<file path="src/design/pfc_pkg.sv">
package pfc_pkg;

  // Key square geometry and letter codes
  localparam int unsigned SIDE       = 5;
  localparam int unsigned LETTER_W   = 5;
  localparam int unsigned POS_W      = 3;
  localparam int unsigned ROWS2_W    = 2 * SIDE * LETTER_W;
  localparam int unsigned ROW1_W     = SIDE * LETTER_W;
  localparam int unsigned CFG_DATA_W = ROWS2_W;
  localparam int unsigned CFG_IDX_W  = 2;

  localparam logic [LETTER_W-1:0] LETTER_I   = 5'd8;
  localparam logic [LETTER_W-1:0] LETTER_J   = 5'd9;
  localparam logic [LETTER_W-1:0] LETTER_MAX = 5'd25;

  typedef logic [LETTER_W-1:0] letter_t;
  typedef logic [POS_W-1:0]    pos_t;

  // Square as [row][col] cells; cell (0,0) sits in the lowest bits
  typedef logic [SIDE-1:0][SIDE-1:0][LETTER_W-1:0] grid_t;

  typedef enum logic {
    CMD_ENCRYPT = 1'b0,
    CMD_DECRYPT = 1'b1
  } cmd_t;

  typedef enum logic [CFG_IDX_W-1:0] {
    REG_ROWS_0_1 = 2'd0,
    REG_ROWS_2_3 = 2'd1,
    REG_ROW_4    = 2'd2,
    REG_NONE     = 2'd3
  } cfg_reg_t;

  // Result of one lookup lane
  typedef struct packed {
    logic found;
    pos_t row;
    pos_t col;
  } lane_res_t;

  // One finished result item
  typedef struct packed {
    letter_t first_out;
    letter_t second_out;
    logic    not_found;
  } out_res_t;

  // Step one place forward or back around the square, wrapping
  function automatic pos_t step_pos(input pos_t p, input cmd_t cmd);
    pos_t r;
    if (cmd == CMD_ENCRYPT) begin
      r = (p == pos_t'(SIDE - 1)) ? pos_t'(0) : pos_t'(p + pos_t'(1));
    end else begin
      r = (p == pos_t'(0)) ? pos_t'(SIDE - 1) : pos_t'(p - pos_t'(1));
    end
    return r;
  endfunction

endpackage

</file>
<file path="src/design/pfc_in_if.sv">
interface pfc_in_if;
  logic                     valid;
  logic                     ready;
  logic                     cmd;
  logic [pfc_pkg::LETTER_W-1:0] first_letter;
  logic [pfc_pkg::LETTER_W-1:0] second_letter;

  modport source (output valid, output cmd, output first_letter, output second_letter,
                  input ready);
  modport sink   (input valid, input cmd, input first_letter, input second_letter,
                  output ready);
endinterface

</file>
<file path="src/design/pfc_out_if.sv">
interface pfc_out_if;
  logic                     valid;
  logic                     ready;
  logic [pfc_pkg::LETTER_W-1:0] first_out;
  logic [pfc_pkg::LETTER_W-1:0] second_out;
  logic                     not_found;

  modport source (output valid, output first_out, output second_out, output not_found,
                  input ready);
  modport sink   (input valid, input first_out, input second_out, input not_found,
                  output ready);
endinterface

</file>
<file path="src/design/pfc_lane.sv">
module pfc_lane (
  input  pfc_pkg::grid_t     grid,
  input  pfc_pkg::letter_t   letter,
  output pfc_pkg::lane_res_t res
);

  pfc_pkg::letter_t folded;

  // Fold J onto I before the lookup
  assign folded = (letter == pfc_pkg::LETTER_J) ? pfc_pkg::LETTER_I : letter;

  // Compare all cells at once; scan backward so the first row-major hit wins
  always_comb begin
    res = '0;
    for (int r = pfc_pkg::SIDE - 1; r >= 0; r--) begin
      for (int c = pfc_pkg::SIDE - 1; c >= 0; c--) begin
        if (grid[r][c] == folded) begin
          res.found = 1'b1;
          res.row   = pfc_pkg::pos_t'(r);
          res.col   = pfc_pkg::pos_t'(c);
        end
      end
    end
    if (folded > pfc_pkg::LETTER_MAX) begin
      res.found = 1'b0;
    end
  end

endmodule

</file>
<file path="src/design/pfc_merge.sv">
module pfc_merge (
  input  pfc_pkg::grid_t     grid,
  input  pfc_pkg::cmd_t      cmd,
  input  pfc_pkg::lane_res_t lane_a,
  input  pfc_pkg::lane_res_t lane_b,
  output pfc_pkg::out_res_t  res
);

  pfc_pkg::pos_t row_a_sh, row_b_sh, col_a_sh, col_b_sh;

  assign row_a_sh = pfc_pkg::step_pos(lane_a.row, cmd);
  assign row_b_sh = pfc_pkg::step_pos(lane_b.row, cmd);
  assign col_a_sh = pfc_pkg::step_pos(lane_a.col, cmd);
  assign col_b_sh = pfc_pkg::step_pos(lane_b.col, cmd);

  // Pick the row, column or rectangle rule and read both result cells
  always_comb begin
    res = '0;
    if (!lane_a.found || !lane_b.found) begin
      res.not_found = 1'b1;
    end else if (lane_a.row == lane_b.row) begin
      res.first_out  = grid[lane_a.row][col_a_sh];
      res.second_out = grid[lane_b.row][col_b_sh];
    end else if (lane_a.col == lane_b.col) begin
      res.first_out  = grid[row_a_sh][lane_a.col];
      res.second_out = grid[row_b_sh][lane_b.col];
    end else begin
      res.first_out  = grid[lane_a.row][lane_b.col];
      res.second_out = grid[lane_b.row][lane_a.col];
    end
  end

endmodule

</file>
<file path="src/design/playfair_digraph_cipher.sv">
// Channel   Dir  Handshake     Payload
// in_ch     in   valid/ready   cmd, first_letter, second_letter
// out_ch    out  valid/ready   first_out, second_out, not_found
// cfg_*     in   cfg_we only   cfg_index selects the square register, cfg_wdata
//
// Two register stages: two lookup lanes (one per letter) compare against all
// 25 cells and register row/column; the merge stage picks the result cells and
// feeds the output register. One pair per cycle is sustained while out_ch is not stalled.
// Synchronous active-low reset clears the square to zero and empties the pipe.
// A stall on out_ch holds each stage in place; in_ch.ready drops only when both
// stages are full and the output is not taken.
module playfair_digraph_cipher (
  input  logic                              clk,
  input  logic                              rst_n,
  pfc_in_if.sink                            in_ch,
  pfc_out_if.source                         out_ch,
  input  logic                              cfg_we,
  input  logic [pfc_pkg::CFG_IDX_W-1:0]     cfg_index,
  input  logic [pfc_pkg::CFG_DATA_W-1:0]    cfg_wdata
);

  logic [pfc_pkg::ROWS2_W-1:0] sq01_r, sq23_r;
  logic [pfc_pkg::ROW1_W-1:0]  sq4_r;
  pfc_pkg::grid_t              grid;

  logic                        s1_valid_r;
  pfc_pkg::cmd_t               s1_cmd_r;
  pfc_pkg::lane_res_t          s1_a_r, s1_b_r;
  pfc_pkg::lane_res_t          lane_a, lane_b;

  logic                        out_valid_r;
  pfc_pkg::out_res_t           out_res_r, merge_res;

  logic                        s2_ready;
  logic                        s1_ready;
  logic                        in_xfer;

  assign grid = pfc_pkg::grid_t'({sq4_r, sq23_r, sq01_r});

  // Configuration writes
  always_ff @(posedge clk) begin
    if (!rst_n) begin
      sq01_r <= '0;
      sq23_r <= '0;
      sq4_r  <= '0;
    end else if (cfg_we) begin
      unique case (pfc_pkg::cfg_reg_t'(cfg_index))
        pfc_pkg::REG_ROWS_0_1: sq01_r <= cfg_wdata;
        pfc_pkg::REG_ROWS_2_3: sq23_r <= cfg_wdata;
        pfc_pkg::REG_ROW_4:    sq4_r  <= cfg_wdata[pfc_pkg::ROW1_W-1:0];
        default: ;
      endcase
    end
  end

  // Lookup lanes, one per letter
  pfc_lane u_lane_a (.grid(grid), .letter(in_ch.first_letter),  .res(lane_a));
  pfc_lane u_lane_b (.grid(grid), .letter(in_ch.second_letter), .res(lane_b));

  // Pipeline flow control
  assign s2_ready    = !out_valid_r || out_ch.ready;
  assign s1_ready    = !s1_valid_r || s2_ready;
  assign in_ch.ready = s1_ready;
  assign in_xfer     = in_ch.valid && s1_ready;

  // Stage 1: hold lane results
  always_ff @(posedge clk) begin
    if (!rst_n) begin
      s1_valid_r <= 1'b0;
    end else if (s1_ready) begin
      s1_valid_r <= in_ch.valid;
    end
  end

  always_ff @(posedge clk) begin
    if (in_xfer) begin
      s1_cmd_r <= pfc_pkg::cmd_t'(in_ch.cmd);
      s1_a_r   <= lane_a;
      s1_b_r   <= lane_b;
    end
  end

  // Merge lane results into the output pair
  pfc_merge u_merge (
    .grid  (grid),
    .cmd   (s1_cmd_r),
    .lane_a(s1_a_r),
    .lane_b(s1_b_r),
    .res   (merge_res)
  );

  // Stage 2: output register
  always_ff @(posedge clk) begin
    if (!rst_n) begin
      out_valid_r <= 1'b0;
    end else if (s2_ready) begin
      out_valid_r <= s1_valid_r;
    end
  end

  always_ff @(posedge clk) begin
    if (s2_ready && s1_valid_r) begin
      out_res_r <= merge_res;
    end
  end

  assign out_ch.valid      = out_valid_r;
  assign out_ch.first_out  = out_res_r.first_out;
  assign out_ch.second_out = out_res_r.second_out;
  assign out_ch.not_found  = out_res_r.not_found;

  // A missing letter gives zero letters
  a_notfound_zero: assert property (@(posedge clk) disable iff (!rst_n)
    out_valid_r && out_res_r.not_found |->
      out_res_r.first_out == '0 && out_res_r.second_out == '0)
    else $error("not_found result carries nonzero letters");

  // An accepted pair lands in stage 1
  a_in_to_s1: assert property (@(posedge clk) disable iff (!rst_n)
    in_xfer |=> s1_valid_r)
    else $error("accepted pair lost before stage 1");

  // A stalled stage 1 keeps its item
  a_s1_hold: assert property (@(posedge clk) disable iff (!rst_n)
    s1_valid_r && !s2_ready |=> s1_valid_r && $stable(s1_a_r) && $stable(s1_b_r))
    else $error("stage 1 item dropped during stall");

  // Stage 1 full feeds the output register when it moves
  a_s1_to_out: assert property (@(posedge clk) disable iff (!rst_n)
    s1_valid_r && s2_ready |=> out_valid_r)
    else $error("stage 1 item did not reach output");

endmodule

</file>
<file path="src/flat_wrapper.sv">
// flat-port wrapper written by rule: the top's interface ports become plain ports
module playfair_digraph_cipher_flat 
  (clk, rst_n, cfg_we, cfg_index, cfg_wdata, in_ch_valid, in_ch_cmd, in_ch_first_letter, in_ch_second_letter, in_ch_ready, out_ch_valid, out_ch_first_out, out_ch_second_out, out_ch_not_found, out_ch_ready);
  pfc_in_if in_ch_i ();
  pfc_out_if out_ch_i ();
  input  logic clk;
  input  logic rst_n;
  input  logic cfg_we;
  input  logic [pfc_pkg::CFG_IDX_W-1:0] cfg_index;
  input  logic [pfc_pkg::CFG_DATA_W-1:0] cfg_wdata;
  input wire logic [$bits(in_ch_i.valid)-1:0] in_ch_valid;
  input wire logic [$bits(in_ch_i.cmd)-1:0] in_ch_cmd;
  input wire logic [$bits(in_ch_i.first_letter)-1:0] in_ch_first_letter;
  input wire logic [$bits(in_ch_i.second_letter)-1:0] in_ch_second_letter;
  output wire logic [$bits(in_ch_i.ready)-1:0] in_ch_ready;
  output wire logic [$bits(out_ch_i.valid)-1:0] out_ch_valid;
  output wire logic [$bits(out_ch_i.first_out)-1:0] out_ch_first_out;
  output wire logic [$bits(out_ch_i.second_out)-1:0] out_ch_second_out;
  output wire logic [$bits(out_ch_i.not_found)-1:0] out_ch_not_found;
  input wire logic [$bits(out_ch_i.ready)-1:0] out_ch_ready;
  assign in_ch_i.valid = in_ch_valid;
  assign in_ch_i.cmd = in_ch_cmd;
  assign in_ch_i.first_letter = in_ch_first_letter;
  assign in_ch_i.second_letter = in_ch_second_letter;
  assign in_ch_ready = in_ch_i.ready;
  assign out_ch_valid = out_ch_i.valid;
  assign out_ch_first_out = out_ch_i.first_out;
  assign out_ch_second_out = out_ch_i.second_out;
  assign out_ch_not_found = out_ch_i.not_found;
  assign out_ch_i.ready = out_ch_ready;
  playfair_digraph_cipher u_core (.clk(clk), .rst_n(rst_n), .in_ch(in_ch_i), .out_ch(out_ch_i), .cfg_we(cfg_we), .cfg_index(cfg_index), .cfg_wdata(cfg_wdata));
endmodule
</file>
<file path="config.mk">
export PLATFORM = sky130hd
export DESIGN_NAME = playfair_digraph_cipher_flat
export DESIGN_NICKNAME = d
export VERILOG_FILES = /design/src/design/pfc_pkg.sv /design/src/design/pfc_in_if.sv /design/src/design/pfc_out_if.sv /design/src/design/pfc_lane.sv /design/src/design/pfc_merge.sv /design/src/design/playfair_digraph_cipher.sv /design/src/flat_wrapper.sv
export SDC_FILE = /design/constraint.sdc
export NUM_CORES = 1
export LEC_CHECK = 0
export BUFFER_PORTS_ARGS = -buffer_cell sky130_fd_sc_hd__buf_2
export CORE_MARGIN = 5
export CORE_UTILIZATION = 46
export CTS_BUF_LIST = sky130_fd_sc_hd__clkbuf_8 sky130_fd_sc_hd__clkbuf_16
export DETAILED_ROUTE_END_ITERATION = 6
export SETUP_SLACK_MARGIN = 0.4
export SLEW_MARGIN = 15
export SYNTH_ARGS = -nofsm -noshare
export SYNTH_HDL_FRONTEND = slang
export SYNTH_SLANG_ARGS = --single-unit
</file>
<file path="constraint.sdc">
create_clock -name clk -period 11.03 [get_ports clk]
set_input_delay 1.103 -clock clk [delete_from_list [all_inputs] [get_ports clk]]
set_output_delay 1.103 -clock clk [all_outputs]
set_load 0.01 [all_outputs]
</file>
; Word-level counts from Yosys, hierarchy flattened
; Index checks and enable logic that the tools add are counted.
; W data, S select, Z words.
[totals]
ff_bits = 153
latchBits = 0
ram_bits = 0
romBits = 0
out_inout_bits = 13
wordCells = 215
n_memories = 0
[op_classes]
n_addsub = 8
multipliers = 0
div = 0
order_cmp = 10
n_eq_ne = 60
n_shift = 0
mux = 87
bitwise_logic = 0
n_reduce_logical = 27
[ops]
columns = operator, n
row1 = $mux W7, 50
row2 = $bmux W25 S3, 4
row3 = $eq A5 B5 Y1, 50
row4 = $mux W25, 4
row5 = $bmux W5 S3, 6
row6 = $mux W5, 8
row7 = $reduce_or A20 Y1, 2
row8 = $mux W3, 12
row9 = $lt A3 B4 Y1 const B, 8
row10 = $mux W10, 2
row11 = $reduce_or A10 Y1, 2
row12 = $add A3 B1 Y3 const B, 4
row13 = $eq A3 B3 Y1 const B, 4
row14 = $logic_not A3 Y1, 4
row15 = $sub A3 B1 Y3 const B, 4
row16 = $eq A5 B4 Y1 const B, 2
row17 = $gt A5 B5 Y1 const B, 2
row18 = $reduce_or A5 Y1, 2
row19 = $reduce_or A4 Y1, 2
row20 = $eq A3 B3 Y1, 2
row21 = $reduce_and A2 Y1, 3
row22 = $logic_not A1 Y1, 4
row23 = $reduce_or A2 Y1, 2
row24 = $logic_or A1 B1 Y1, 3
row25 = other kinds (5), 6

; Longest topological paths before layout
[depth]
word_depth = 28
ltp_mapped = 16

; Hierarchy
; Synthesis repeated with hierarchy kept, for this count alone.
[hier_totals]
hier_cells = 1795
area_unflattened_um2 = 15469.8
[by_module_without_submodules]
columns = module, instances, cells_per_inst, area_each_um2
row1 = pfc_merge, 1, 749, 5979.5
row2 = playfair_digraph_cipher, 1, 498, 5646.7
row3 = pfc_lane, 2, 274, 1921.8

; Worst setup path before layout
; Ideal clock, no wire load.
[synth_timing]
path_kind = reg-to-reg
startpoint = reg u_core.s1_b_r[3] (netlist name)
endpoint = reg u_core.out_res_r, in the netlist u_core.out_ch.second_out[0] (data pin)
arrival_ps = 3804
t_required_ps = 10773
slack_ps = 6969
stages_incl_launch_ff = 15
synth_period_minus_slack_ps = 4061
cell_sequence = edfxtp_1 > buf_2 > buf_1 > clkbuf_1 > buf_1 > inv_1 > ha_1 > ha_1 > mux2_2 > nor2_1 > clkbuf_1 > mux4_2 > a22oi_1 > nand3_1 > a32o_1
[synth_between]
elab_chain_cells = 9
elab_cells_between_ends = 20
classes_between = 2 x add/sub / 2 x eq/ne / 15 x mux / 1 x reduce/logical
[synth_rtl]
columns = item, line
row1 = start: declaration, playfair_digraph_cipher.sv:28  ; pfc_pkg::lane_res_t s1_a_r, s1_b_r;
row2 = start signal: assignment, playfair_digraph_cipher.sv:79  ; s1_b_r <= lane_b;
row3 = "$add A3 B1 Y3, or another cell as far along", pfc_pkg.sv:52  ; r = (p == pos_t'(SIDE - 1)) ? pos_t'(0) : pos_t'(p + pos_t'(1));
row4 = "$mux W3, on equally long branches", "pfc_pkg.sv:52, pfc_pkg.sv:54"
row5 = $mux W3, pfc_pkg.sv:51  ; if (cmd == CMD_ENCRYPT) begin
row6 = $bmux W25 S3, pfc_merge.sv:26  ; res.second_out = grid[row_b_sh][lane_b.col];
row7 = $mux W25 (implied by the code), pfc_merge.sv:26
row8 = $bmux W5 S3, pfc_merge.sv:26
row9 = $mux W5 (implied by the code), pfc_merge.sv:26
row10 = $mux W10, pfc_merge.sv:24  ; end else if (lane_a.col == lane_b.col) begin
row11 = $mux W10 *, pfc_merge.sv:21  ; end else if (lane_a.row == lane_b.row) begin
row12 = end signal: assignment, playfair_digraph_cipher.sv:103  ; out_res_r <= merge_res;
row13 = end: declaration, playfair_digraph_cipher.sv:32  ; pfc_pkg::out_res_t out_res_r, merge_res;
; Mark *: on every way between the ends. The rest lies on a longest branch, timed or not. The select of a mux whose other input is x is not followed.
; A chain may end at the register's enable or synchronous reset.

; Worst setup path after layout
[layout_timing]
startpoint = reg u_core.s1_a_r[4] (netlist name)
endpoint = reg u_core.out_res_r, in the netlist u_core.out_ch.first_out[0] (data pin)
[layout_between]
elab_chain_cells = 9
elab_cells_between_ends = 20
classes_between = 2 x add/sub / 2 x eq/ne / 15 x mux / 1 x reduce/logical
[layout_rtl]
columns = item, line
row1 = start: declaration, playfair_digraph_cipher.sv:28
row2 = start signal: assignment, playfair_digraph_cipher.sv:78  ; s1_a_r <= lane_a;
row3 = "$add A3 B1 Y3, or another cell as far along", pfc_pkg.sv:52
row4 = "$mux W3, on equally long branches", "pfc_pkg.sv:52, pfc_pkg.sv:54"
row5 = $mux W3, pfc_pkg.sv:51
row6 = $bmux W25 S3, pfc_merge.sv:25  ; res.first_out = grid[row_a_sh][lane_a.col];
row7 = $mux W25 (implied by the code), pfc_merge.sv:25
row8 = $bmux W5 S3, pfc_merge.sv:25
row9 = $mux W5 (implied by the code), pfc_merge.sv:25
row10 = $mux W10, pfc_merge.sv:24
row11 = $mux W10 *, pfc_merge.sv:21
; Marked as above.

==> out/results.ini <==
[clock_tree]
clkSinkCount=153
cts.path.max_buffers=2
post_cts_buffers=0
cts_tree=built
cts_resized=0
clock_latency_ns=0.46
htree_levels=4
numCtsBuffers=17
ctsHoldBuffers=0
root_buffer=clkbuf_16
cts.clk_slew.worst_paths_ns=0.08

[synthesis]
synth_seq_cells=153
synth_flop_cell=dfxtp_1
ys_seq_area_share_pct=21.5
synth_warnings=0
syn_nets=2065
synth_edf_count=26
synthArstFlopShare_pct=0
avgSynthCellArea_sq_um=7.79
synthCells=1981
netlist_area_sq_um=15400
synthDistinctLibCells=76

[power]
power.leakage_nw=6.01
p_sw_mw=0.751
power_density_nw_per_um2=116
pwr-share-seq_pct=35.4
p_int_mw=1.13
combPwrFrac_pct=34.2
ir_worst_vdd_uv=113
power.share.clock_pct=30.4
switching_share_pct=40.0

[final_layout]
most-common-layout-cells=nand2_1 (341), xor2_1 (151), a21boi_0 (132)
fin_nets=1939
syn_to_final_growth_pct=4.97
fin_util_pct=48.6
final_common_cell=nand2_1
num_antenna_cells=0
drive_above_1_share_pct=13.3

[grt]
globalRoute.totalOverflow=0
grt_pass1_vias=14104
grt_usage_pct=36.9
grt_max_degree=67
antenna_found_initial=0
grt_pass1_wl_mm=99.0

[detailed_routing]
ant_nets=0
dr.first_iter.drc_count=2443
drc=0
vias_per_cell=6.71
first_pass_iters=7
wire_per_inst_microns=30.1
dr_total_vias=15537
drt-total-wl_mm=69.7

[timing]
rsz0062_at_grt=no
holdWs_ns=0.507
fin_crit_ns=4.11
hold_viol_final=0
drv_slew=0
relSlewSlack_pct=27.0
fin_tns_setup_ns=0
setup_viol=0
finalCritPeriodShare_pct=37.3
skew_ns=0.0163
worst_pin_slew_ns=1.10
max_freq_mhz=243

[critical_path]
critical_path_arrival_ns=4.30
crit_path_cell_trace=buf_4, inv_1, ha_1, ha_1, mux2i_1, and2_1, mux4_2, mux2i_1, o21ai_0, nor2_1, nor4_1
required_ns=11.22
slowest_stage=and2_1
start_kind=flop
path_class=reg2reg
cp_max_fo=23
r2r-start=u_core.s1_a_r[4]
setup.worst_path.start=u_core.s1_a_r[4]
max_stage_delay_ns=0.82
endpoint_kind=flop

[die]
die_h_microns=193
initial_utilization_pct=46.3
fp.dieW_microns=193
row_count=67
ios=81
core_sq_um=33400
die_area_sq_um=37300

[place]
port_buffers=80
gp_congestion=1.08
dp_hpwl_mm=48.8

[hold_path]
min_path_type=reg2reg
hold_path_startpoint=u_core.s1_valid_r

[flow_run]
cap_violations=0

[run_status]
status=finished, final reports clean

layout make-up:
type                    instances  area, sq um
well taps                     448          561
clock inverters                15          115
repair buffers                120          701
fillers                      3392        17200
flip-flops and latches        153         3320
clock buffers                  17          425
inverters                      16         60.1
multi-input cells            1547        11000
kinds of logic after synthesis:
| kind of cell | synth area share [%] |
|---|---|
| simple gates | 20.3 |
| compound gates | 19.4 |
| buf+inv | 7.23 |
| xor+xnor | 12.3 |
| mux | 17.9 |
| flops | 21.5 |
| fa+ha+maj | 1.30 |
final timing paths:
path | slack, ns | to | cells past startpoint
min | 0.51 | u_core.out_ch.valid | 1
max | 6.92 | u_core.out_ch.first_out[0] | 11
max reg2reg | 6.92 | u_core.out_ch.first_out[0] | 11
min reg2reg | 0.51 | u_core.out_ch.valid | 1
stage by stage:
step / std cells / power (mW) / setup slack (ns) / instance area (sq um)
CTS: 2316 / 1.86 / 7.15 / 16200
floorplan: 1981 / 1.10 / 6.97 / 15400
finish: 2316 / 1.88 / 6.92 / 16200
global placement: 2284 / 1.29 / 6.69 / 15700
detailed placement: 2284 / 1.30 / 6.66 / 15700
global route: 2316 / 1.94 / 6.85 / 16200
critical path, delay by kind of cell (launching register included):
kind / cells / cell delay [ns]
muxes: 3 / 1.07
and+or+nand+nor: 3 / 1.07
buffers and inverters: 2 / 0.63
adders and majority gates: 2 / 0.57
DFF: 1 / 0.32
AOI/OAI and AO/OA: 1 / 0.14
routing by layer:
layer	up-vias	routed length, microns	track usage (%)
li1	6748	-	-
met1	7408	27000	47.7
met2	1086	28900	54.3
met3	295	8250	10.3
met4	0	5550	23.6
met5	-	0	0
Yosys cell counts (21+ instances only):
library cell	count	area share [%]
a21boi_0	132	6.4
a21oi_1	43	1.4
a22oi_1	21	1.0
buf_1	43	1.0
clkbuf_1	183	4.4
clkbuf_2	21	0.68
dfxtp_1	127	16
edfxtp_1	26	5.1
mux2i_1	114	7.4
mux4_2	63	9.2
nand2_1	341	8.3
nand3_1	45	1.5
nand4_1	23	0.93
nor2_1	81	2.0
nor3_1	37	1.2
nor4_1	45	1.8
o21ai_0	121	3.9
or3_1	31	1.3
xnor2_1	66	3.7
xor2_1	151	8.6
power groups by stage:
stage	clock [mW]	combinational, mW	sequential [mW]
floorplan	0	0.478	0.621
global placement	0	0.618	0.671
detailed placement	0	0.625	0.672
CTS	0.576	0.626	0.659
global route	0.598	0.684	0.662
finish	0.571	0.643	0.666
flip-flops by register name (all words and copies together), names as in the netlist:
register / cells
u_core.sq01_r: 50
u_core.sq23_r: 50
u_core.sq4_r: 25
u_core.s1_a_r: 7
u_core.s1_b_r: 7
u_core.out_ch.first_out: 5
u_core.out_ch.second_out: 5
u_core.out_ch.not_found: 1
u_core.out_ch.valid: 1
u_core.s1_cmd_r: 1
u_core.s1_valid_r: 1
Power figures use the tool's default switching activity.
